==> config.mk <==
export PLATFORM = sky130hd
export DESIGN_NAME = pcr_div_stage
export DESIGN_NICKNAME = d
export VERILOG_FILES = /design/src/rtl/pcr_pkg.sv /design/src/rtl/pcr_div_stage.sv
export SDC_FILE = /design/constraint.sdc
export NUM_CORES = 1
export LEC_CHECK = 0
export BUFFER_PORTS_ARGS = -buffer_cell sky130_fd_sc_hd__buf_2
export CAP_MARGIN = 20
export CORE_ASPECT_RATIO = 1.75
export CORE_MARGIN = 3
export CORE_UTILIZATION = 63
export CTS_BUF_LIST = sky130_fd_sc_hd__clkbuf_4
export DETAILED_ROUTE_END_ITERATION = 8
export PLACE_DENSITY = 0.95
export SETUP_SLACK_MARGIN = 0.15
export SLEW_MARGIN = 25
export SYNTH_ARGS = -nofsm -noshare
export SYNTH_HDL_FRONTEND = slang
export SYNTH_SLANG_ARGS = --single-unit
==> constraint.sdc <==
create_clock -name clk -period 31.8 [get_ports clk]
set_input_delay 6.36 -clock clk [delete_from_list [all_inputs] [get_ports clk]]
set_output_delay 6.36 -clock clk [all_outputs]
set_load 0.005 [all_outputs]
==> src/rtl/pcr_pkg.sv <==
// Shared types, constants and the divider step function for the palette colormap remap block.
package pcr_pkg;

  // Default palette depth
  localparam int PALETTE_DEPTH_DEF = 256;

  // Quotient bits resolved per divider stage, and the number of such stages
  localparam int DIV_BITS   = 4;
  localparam int DIV_STAGES = 16 / DIV_BITS;

  // Rec.709 luminance weights, Q0.16
  localparam logic [15:0] LUMA_R = 16'd13933;
  localparam logic [15:0] LUMA_G = 16'd46871;
  localparam logic [15:0] LUMA_B = 16'd4732;

  // Unity in Q1.16 and the rounding bias
  localparam logic [16:0] ONE_Q16  = 17'h10000;
  localparam logic [15:0] HALF_Q16 = 16'h8000;

  // Configuration register indexes
  localparam int CFG_IDX_W = 8;
  localparam logic [CFG_IDX_W-1:0] REG_SOURCE_SELECT = 8'd0;
  localparam logic [CFG_IDX_W-1:0] REG_RANGE_LOW     = 8'd1;
  localparam logic [CFG_IDX_W-1:0] REG_RANGE_HIGH    = 8'd2;
  localparam logic [CFG_IDX_W-1:0] REG_PALETTE_COUNT = 8'd3;

  // Command codes
  localparam logic CMD_WRITE = 1'b0;
  localparam logic CMD_PIXEL = 1'b1;

  // Source select codes
  localparam logic SRC_RED  = 1'b0;
  localparam logic SRC_LUMA = 1'b1;

  // One color, red in the lowest bits
  typedef struct packed {
    logic [15:0] blue;
    logic [15:0] green;
    logic [15:0] red;
  } rgb_t;

  // Input item as it travels down the pipe
  typedef struct packed {
    logic       cmd;
    logic [7:0] idx;
    rgb_t       rgb;
  } item_t;

  // Divider state: zero and saturate flags, divisor, partial remainder, quotient
  typedef struct packed {
    logic        zero;
    logic        sat;
    logic [15:0] den;
    logic [15:0] rem;
    logic [15:0] quo;
  } div_t;

  // Restoring division, DIV_BITS quotient bits
  function automatic div_t div_step(div_t d);
    div_t        r;
    logic [16:0] sh;
    r = d;
    for (int i = 0; i < DIV_BITS; i++) begin
      sh = {r.rem, 1'b0};
      if (sh >= {1'b0, r.den}) begin
        r.rem = 16'(sh - {1'b0, r.den});
        r.quo = {r.quo[14:0], 1'b1};
      end else begin
        r.rem = sh[15:0];
        r.quo = {r.quo[14:0], 1'b0};
      end
    end
    return r;
  endfunction

endpackage

==> src/rtl/pcr_div_stage.sv <==
// One registered stage of the pipelined normalizing divider.
module pcr_div_stage (
  input  logic           clk,
  input  logic           en,
  input  pcr_pkg::div_t  d_in,
  output pcr_pkg::div_t  d_out
);

  // Resolve the next group of quotient bits
  always_ff @(posedge clk) begin
    if (en) begin
      d_out <= pcr_pkg::div_step(d_in);
    end
  end

endmodule

# After elaboration in Yosys (flattened, before gate mapping)
# Index checks and enable logic that the tools add are counted.
word_totals:
  register_bits: 50
  in_bits: 52
  output_inout_bits: 50
  elab_cells: 21
classes:
  addsub: 4
  n_lt_le_gt_ge: 4
  n_mux: 7
ops:
  columns: ["operator", "count"]
  rows:
  - ["$mux W32", 7]
  - ["$ge A17 B16 Y1", 4]
  - ["$sub A16 B16 Y16", 4]

# Longest topological paths before layout
logic_depth:
  ltp_word: 11
  depth_mapped: 43

# Worst setup path after synthesis
# Ideal clock, no wire load.
synth_path:
  path_type: "input-to-reg"
  start: "input d_in[33] (netlist bit)"
  end: "register d_out[23] (netlist bit), data pin"
  setup_time_ns: 0.260
  t_arrival_ns: 14.465
  t_required_ns: 31.540
  slack_ns: 17.075
  path_stages: 39
  path_buffers: 5
  path_cell_list: "inv_1 > ha_1 > nor2b_1 > o31a_1 > o21bai_2 > a21oi_1 > nor2_2 > buf_2 > mux2_2 > ha_1 > o2111ai_1 > a31oi_1 > o21ai_1 > a31o_2 > o211ai_4 > buf_2 > mux2_2 > ha_1 > [... 3 more ...] > o41ai_2 > o21ai_0 > o221ai_1 > o221a_1 > buf_6 > buf_2 > nand2_1 > o31ai_1 > ha_1 > o21ai_0 > a21oi_1 > o41ai_1 > nor4b_1 > o211ai_1 > a21oi_2 > nand2_4 > buf_12 > mux2_4"
synth_via:
  elab_chain_cells: 11
  elab_cells_between_ends: 15
  classes_between: "4 x add/sub; 4 x order compare; 7 x mux"
synth_rtl:
  columns: ["item", "line_no", "rtl"]
  rows:
  - ["start: declaration", "pcr_div_stage.sv:5", "input pcr_pkg::div_t d_in,"]
  - ["$sub A16 B16 Y16 or $ge A17 B16 Y1 (tied branches)", "pcr_pkg.sv:66, pcr_pkg.sv:65", null]
  - ["$mux W32", "pcr_pkg.sv:65", "if (sh >= {1'b0, r.den}) begin"]
  - ["$mux W32", "pcr_div_stage.sv:11", "if (en) begin"]
  - ["$sub A16 B16 Y16 or $ge A17 B16 Y1 (tied branches)", "pcr_pkg.sv:66, pcr_pkg.sv:65", null]
  - ["$mux W32", "pcr_pkg.sv:65", null]
  - ["$mux W32", "pcr_div_stage.sv:11", null]
  - ["$sub A16 B16 Y16 or $ge A17 B16 Y1 (tied branches)", "pcr_pkg.sv:66, pcr_pkg.sv:65", null]
  - ["$mux W32", "pcr_pkg.sv:65", null]
  - ["$mux W32", "pcr_div_stage.sv:11", null]
  - ["$sub A16 B16 Y16 or $ge A17 B16 Y1 (tied branches)", "pcr_pkg.sv:66, pcr_pkg.sv:65", null]
  - ["$mux W32 (*)", "pcr_pkg.sv:65", null]
  - ["end signal: assignment", "pcr_div_stage.sv:12", "d_out <= pcr_pkg::div_step(d_in);"]
  - ["end: declaration", "pcr_div_stage.sv:6", "output pcr_pkg::div_t d_out"]
# Mark *: on every way between the ends. The rest lies on a longest branch, timed or not. The select of a mux whose other input is x is not followed.
# A chain may end at the register's enable or synchronous reset.

# Final worst setup path
layout_path:
  start: "input d_in[33] (netlist bit)"
  end: "register d_out[27] (netlist bit), data pin"
# The elaborated chain is that of the path after synthesis.

==> results.txt <==
The overall via count from detail_route came out at 4656. The number of nets in the layout is 751. In the final routed layout, each cell accounts on average for 17.61 microns.

Synthesis produced 542 cells. Synthesis warning total: 0. On the critical path, the stage with the largest delay is an instance of sky130_fd_sc_hd__o221a_1. Number of H-tree levels: 2.

The cell occurring most often along the worst timing path was sky130_fd_sc_hd__ha_1. Summed over all nets, the half-perimeter wirelength after detailed placement is 10520 microns. Buffers inserted during post-CTS setup optimization: 0. Of the total power, the share spent switching nets is 42.95%. The setup slack of the critical path after layout was 15080 ps; the max-slew violation count was 0. The first global-routing pass estimated 20720 microns of wire.

The tools report the placeable core region as 8016 sq um. By area the synthesized netlist is led by sky130_fd_sc_hd__edfxtp_1 29%, sky130_fd_sc_hd__ha_1 15%, sky130_fd_sc_hd__mux2_2 5.8%. In this run the biggest area consumer among cell types represents 28.58% of the synthesized area.

Setup repair after global routing left no endpoint under its margin. The count of standard-cell rows is 43, and the critical path arrival is 16850 ps. The synthesized net count came out at 656.

The average footprint of a synthesized cell is 9.693 sq um, and the static leakage power is 2.677 nW. Counting flops and latches in the post-synthesis netlist gives 50. The die is 75.03 microns wide.

The clock network accounts for 4.1% of the total power. Post-route cell area: 5843 sq um. For this design the ratio of total power to cell area is 112.6 nW/um^2. The TritonCTS sink count is 50, and the count of fill cells added during filler insertion is 586. The run finished with clean final reports.

Of all cell types, the one taking the most synthesized area is sky130_fd_sc_hd__edfxtp_1. For the pin with the worst max-slew slack, the measured transition is 812.1 ps. The number of flip-flops under the largest register name works out to 50. The clock transition at the registers of the reported paths came out at 130 ps. For this design the top-level I/O count stands at 102. In the final layout, the registers with the most flip-flops are d_out: 50 flops. The register containing the most flip-flops in the final layout was d_out. TritonCTS created 5 clock buffers. The detailed-route DRC error count is 0, and the initial core utilization is 65.54%. Across the VDD grid, the largest voltage drop is 0.06890 mV.

Post-CTS repair changed the size of 0 cells. STA classifies the critical path startpoint as an input pin. The congestion estimate from routability-driven global placement came to 0.9017. For the final routed database, the setup TNS stands at 0 ps. The number of global-route vias before repair was 4672. Once placement completed, the tool counted placed cells totaling 720. Across the run, the number of max-cap violations was 0. Number of enable-type register cells in the synthesized netlist: 50.

The tools report the length of the first detailed-routing pass in iterations as 7. In the final layout, the multi-input gates occupy 3580 sq um. Dividing the final minimum period by the clock period gives 52.59%.

Count of hold-fix buffers inserted at cts: 0. The global routing usage summed across all routing layers was 27.55%; the die outline height was 126.8 microns. In this run the worst path has a maximum fanout of 19. The worst hold path cell count was 1. Dividing the detail-routed via count by the number of cells gives 6.396.

For the area taken by flip-flops and latches, the log shows 1501 sq um. Sorting the synthesized cells by how often they occur yields 61 x sky130_fd_sc_hd__ha_1, 50 x sky130_fd_sc_hd__edfxtp_1, 42 x sky130_fd_sc_hd__a21oi_1. The share of final-layout standard cells stronger than drive strength 1 is 26.06%, and the remaining global-route overflow is 0. TritonCTS built the clock tree. In this design, the stage delay of the slowest critical-path cell is 770 ps. Derived from the worst setup path, the maximum achievable clock frequency is 59.80 MHz. sky130_fd_sc_hd__ha_1 is the most common cell in the netlist. The area growth from synthesis to layout is 11.22%. The distinct cell type count after synthesis was 69; the die area was 9514 sq um. Prior to clock tree synthesis, the placed netlist has a worst setup slack of 14940 ps. For the sequential share of power, the log shows 16.9%. The internal portion of the total power is 0.3754 mW. The worst path needs 16720 ps of the cycle, external delays included.

After detailed placement, the total cell area comes to 5786 sq um. Count of non-filler cells in the finished layout: 728. The tree is rooted in a sky130_fd_sc_hd__clkbuf_4. Data on the critical path is required at its endpoint by 31930 ps. Counting along the longest clock path gives a buffer depth of 2.

On the final layout, the worst hold slack is 6162 ps. After synthesis the cells add up to 5254 sq um. Wires add up to 12820 microns. The run gives 0.2826 mW as the power dissipated by switching net loads.

Setup violations remaining at the end of the flow were counted as 0. The relative slew slack was 45.80%; the share of synthesized area occupied by flip-flops and latches was 28.58%. The worst setup path is captured at a flip-flop.

The path class of the tightest hold or removal check is input pin to flip-flop. The total count of hold-check failures in the final report came out at 0. The number of I/O port buffers was 97; the relative contribution of combinational cells to total power was 78.9%.

The number of antenna violations at the first check in global routing is 1. Initial detailed-routing violation count: 335. In the synthesized netlist the dominant register cell turns out to be sky130_fd_sc_hd__edfxtp_1.

The async set-or-reset flop fraction in the synthesized netlist is 0%. The count of nets left with antenna violations once routing finished came out at 0. The start-to-end type of the worst setup path was input pin to flip-flop.

The maximum number of pins on one net before global-route repair is 51.
-- layout make-up --
class                   instances  area share, %
multi-input cells             456          61.26
inverters                      27          1.820
clock buffers                   5         0.6424
clock inverters                 2         0.2570
repair buffers                 97          8.351
flip-flops and latches         50          25.70
diodes                          1        0.04283
well taps                      90          1.927
-- placed cells by master (no fill, tap or decap), types with 4 or more instances in the layout --
| cell | synthesis | layout |
|---|---|---|
| sky130_fd_sc_hd__o21bai_1 | 5 | 5 |
| sky130_fd_sc_hd__and3_1 | 5 | 5 |
| sky130_fd_sc_hd__xor2_1 | 21 | 21 |
| sky130_fd_sc_hd__nor2_1 | 37 | 37 |
| sky130_fd_sc_hd__a21oi_1 | 42 | 42 |
| sky130_fd_sc_hd__o21ai_0 | 30 | 30 |
| sky130_fd_sc_hd__a21o_1 | 26 | 26 |
| sky130_fd_sc_hd__and4_1 | 4 | 4 |
| sky130_fd_sc_hd__o21a_1 | 11 | 11 |
| sky130_fd_sc_hd__nand4_1 | 6 | 6 |
| sky130_fd_sc_hd__buf_2 | 4 | 96 |
| sky130_fd_sc_hd__nor3_1 | 7 | 7 |
| sky130_fd_sc_hd__inv_1 | 25 | 25 |
| sky130_fd_sc_hd__and2_1 | 4 | 4 |
| sky130_fd_sc_hd__xnor2_1 | 24 | 24 |
| sky130_fd_sc_hd__nor2b_1 | 12 | 12 |
| sky130_fd_sc_hd__a41oi_1 | 4 | 4 |
| sky130_fd_sc_hd__mux2_2 | 27 | 27 |
| sky130_fd_sc_hd__nand2_1 | 34 | 34 |
| sky130_fd_sc_hd__mux2_4 | 13 | 13 |
| sky130_fd_sc_hd__nand3_1 | 7 | 7 |
| sky130_fd_sc_hd__ha_1 | 61 | 61 |
| sky130_fd_sc_hd__edfxtp_1 | 50 | 50 |
| sky130_fd_sc_hd__or3_1 | 4 | 4 |
| sky130_fd_sc_hd__o31ai_1 | 7 | 7 |
| sky130_fd_sc_hd__nand2b_1 | 7 | 7 |
| sky130_fd_sc_hd__or2_2 | 4 | 4 |
| sky130_fd_sc_hd__clkbuf_4 | 0 | 5 |
-- power groups by stage --
stage	clock, mW	combinational [mW]	sequential, mW
after floorplan	0	0.422	0.117
after global placement	0	0.488	0.113
after detailed placement	0	0.509	0.113
after CTS	0.0278	0.512	0.112
after global routing	0.0303	0.565	0.113
final	0.0272	0.519	0.111
-- final timing paths --
path | slack (ps) | from | to
max | 15080 | d_in[33] | d_out[27]$_DFFE_PP_
min | 6160 | d_in[7] | d_out[11]$_DFFE_PP_
-- worst max-delay path: cells and delay by family --
| kind | cells | cell delay (ps) |
|---|---|---|
| buffers and inverters | 3 | 560 |
| AOI/OAI and AO/OA | 19 | 5150 |
| muxes | 3 | 1140 |
| and+or+nand+nor | 7 | 2200 |
| adders and majority gates | 4 | 1400 |
-- logic make-up after synthesis --
logic type | count (synthesis) | synth area share (%)
AOI/OAI and AO/OA | 168 | 22.12
and+or+nand+nor | 138 | 13.29
adders and majority gates | 62 | 14.91
DFF | 50 | 28.58
xor gates and xnor gates | 45 | 7.502
muxes | 43 | 10.31
buffers and inverters | 36 | 3.287
-- per-layer routing --
layer	global-route usage [%]	wire length [microns]
met4	17.19	721
met3	2.776	490
met5	0	0
met1	28.33	4661
met2	50.31	6948
-- stage by stage --
step	power [mW]	util, %
final	0.6580	72.89
after global routing	0.7091	72.89
after CTS	0.6514	72.83
after detailed placement	0.6227	72.17
after global placement	0.6006	72.17
after floorplan	0.5385	-
Note: power is estimated with default switching activity, not from simulation.
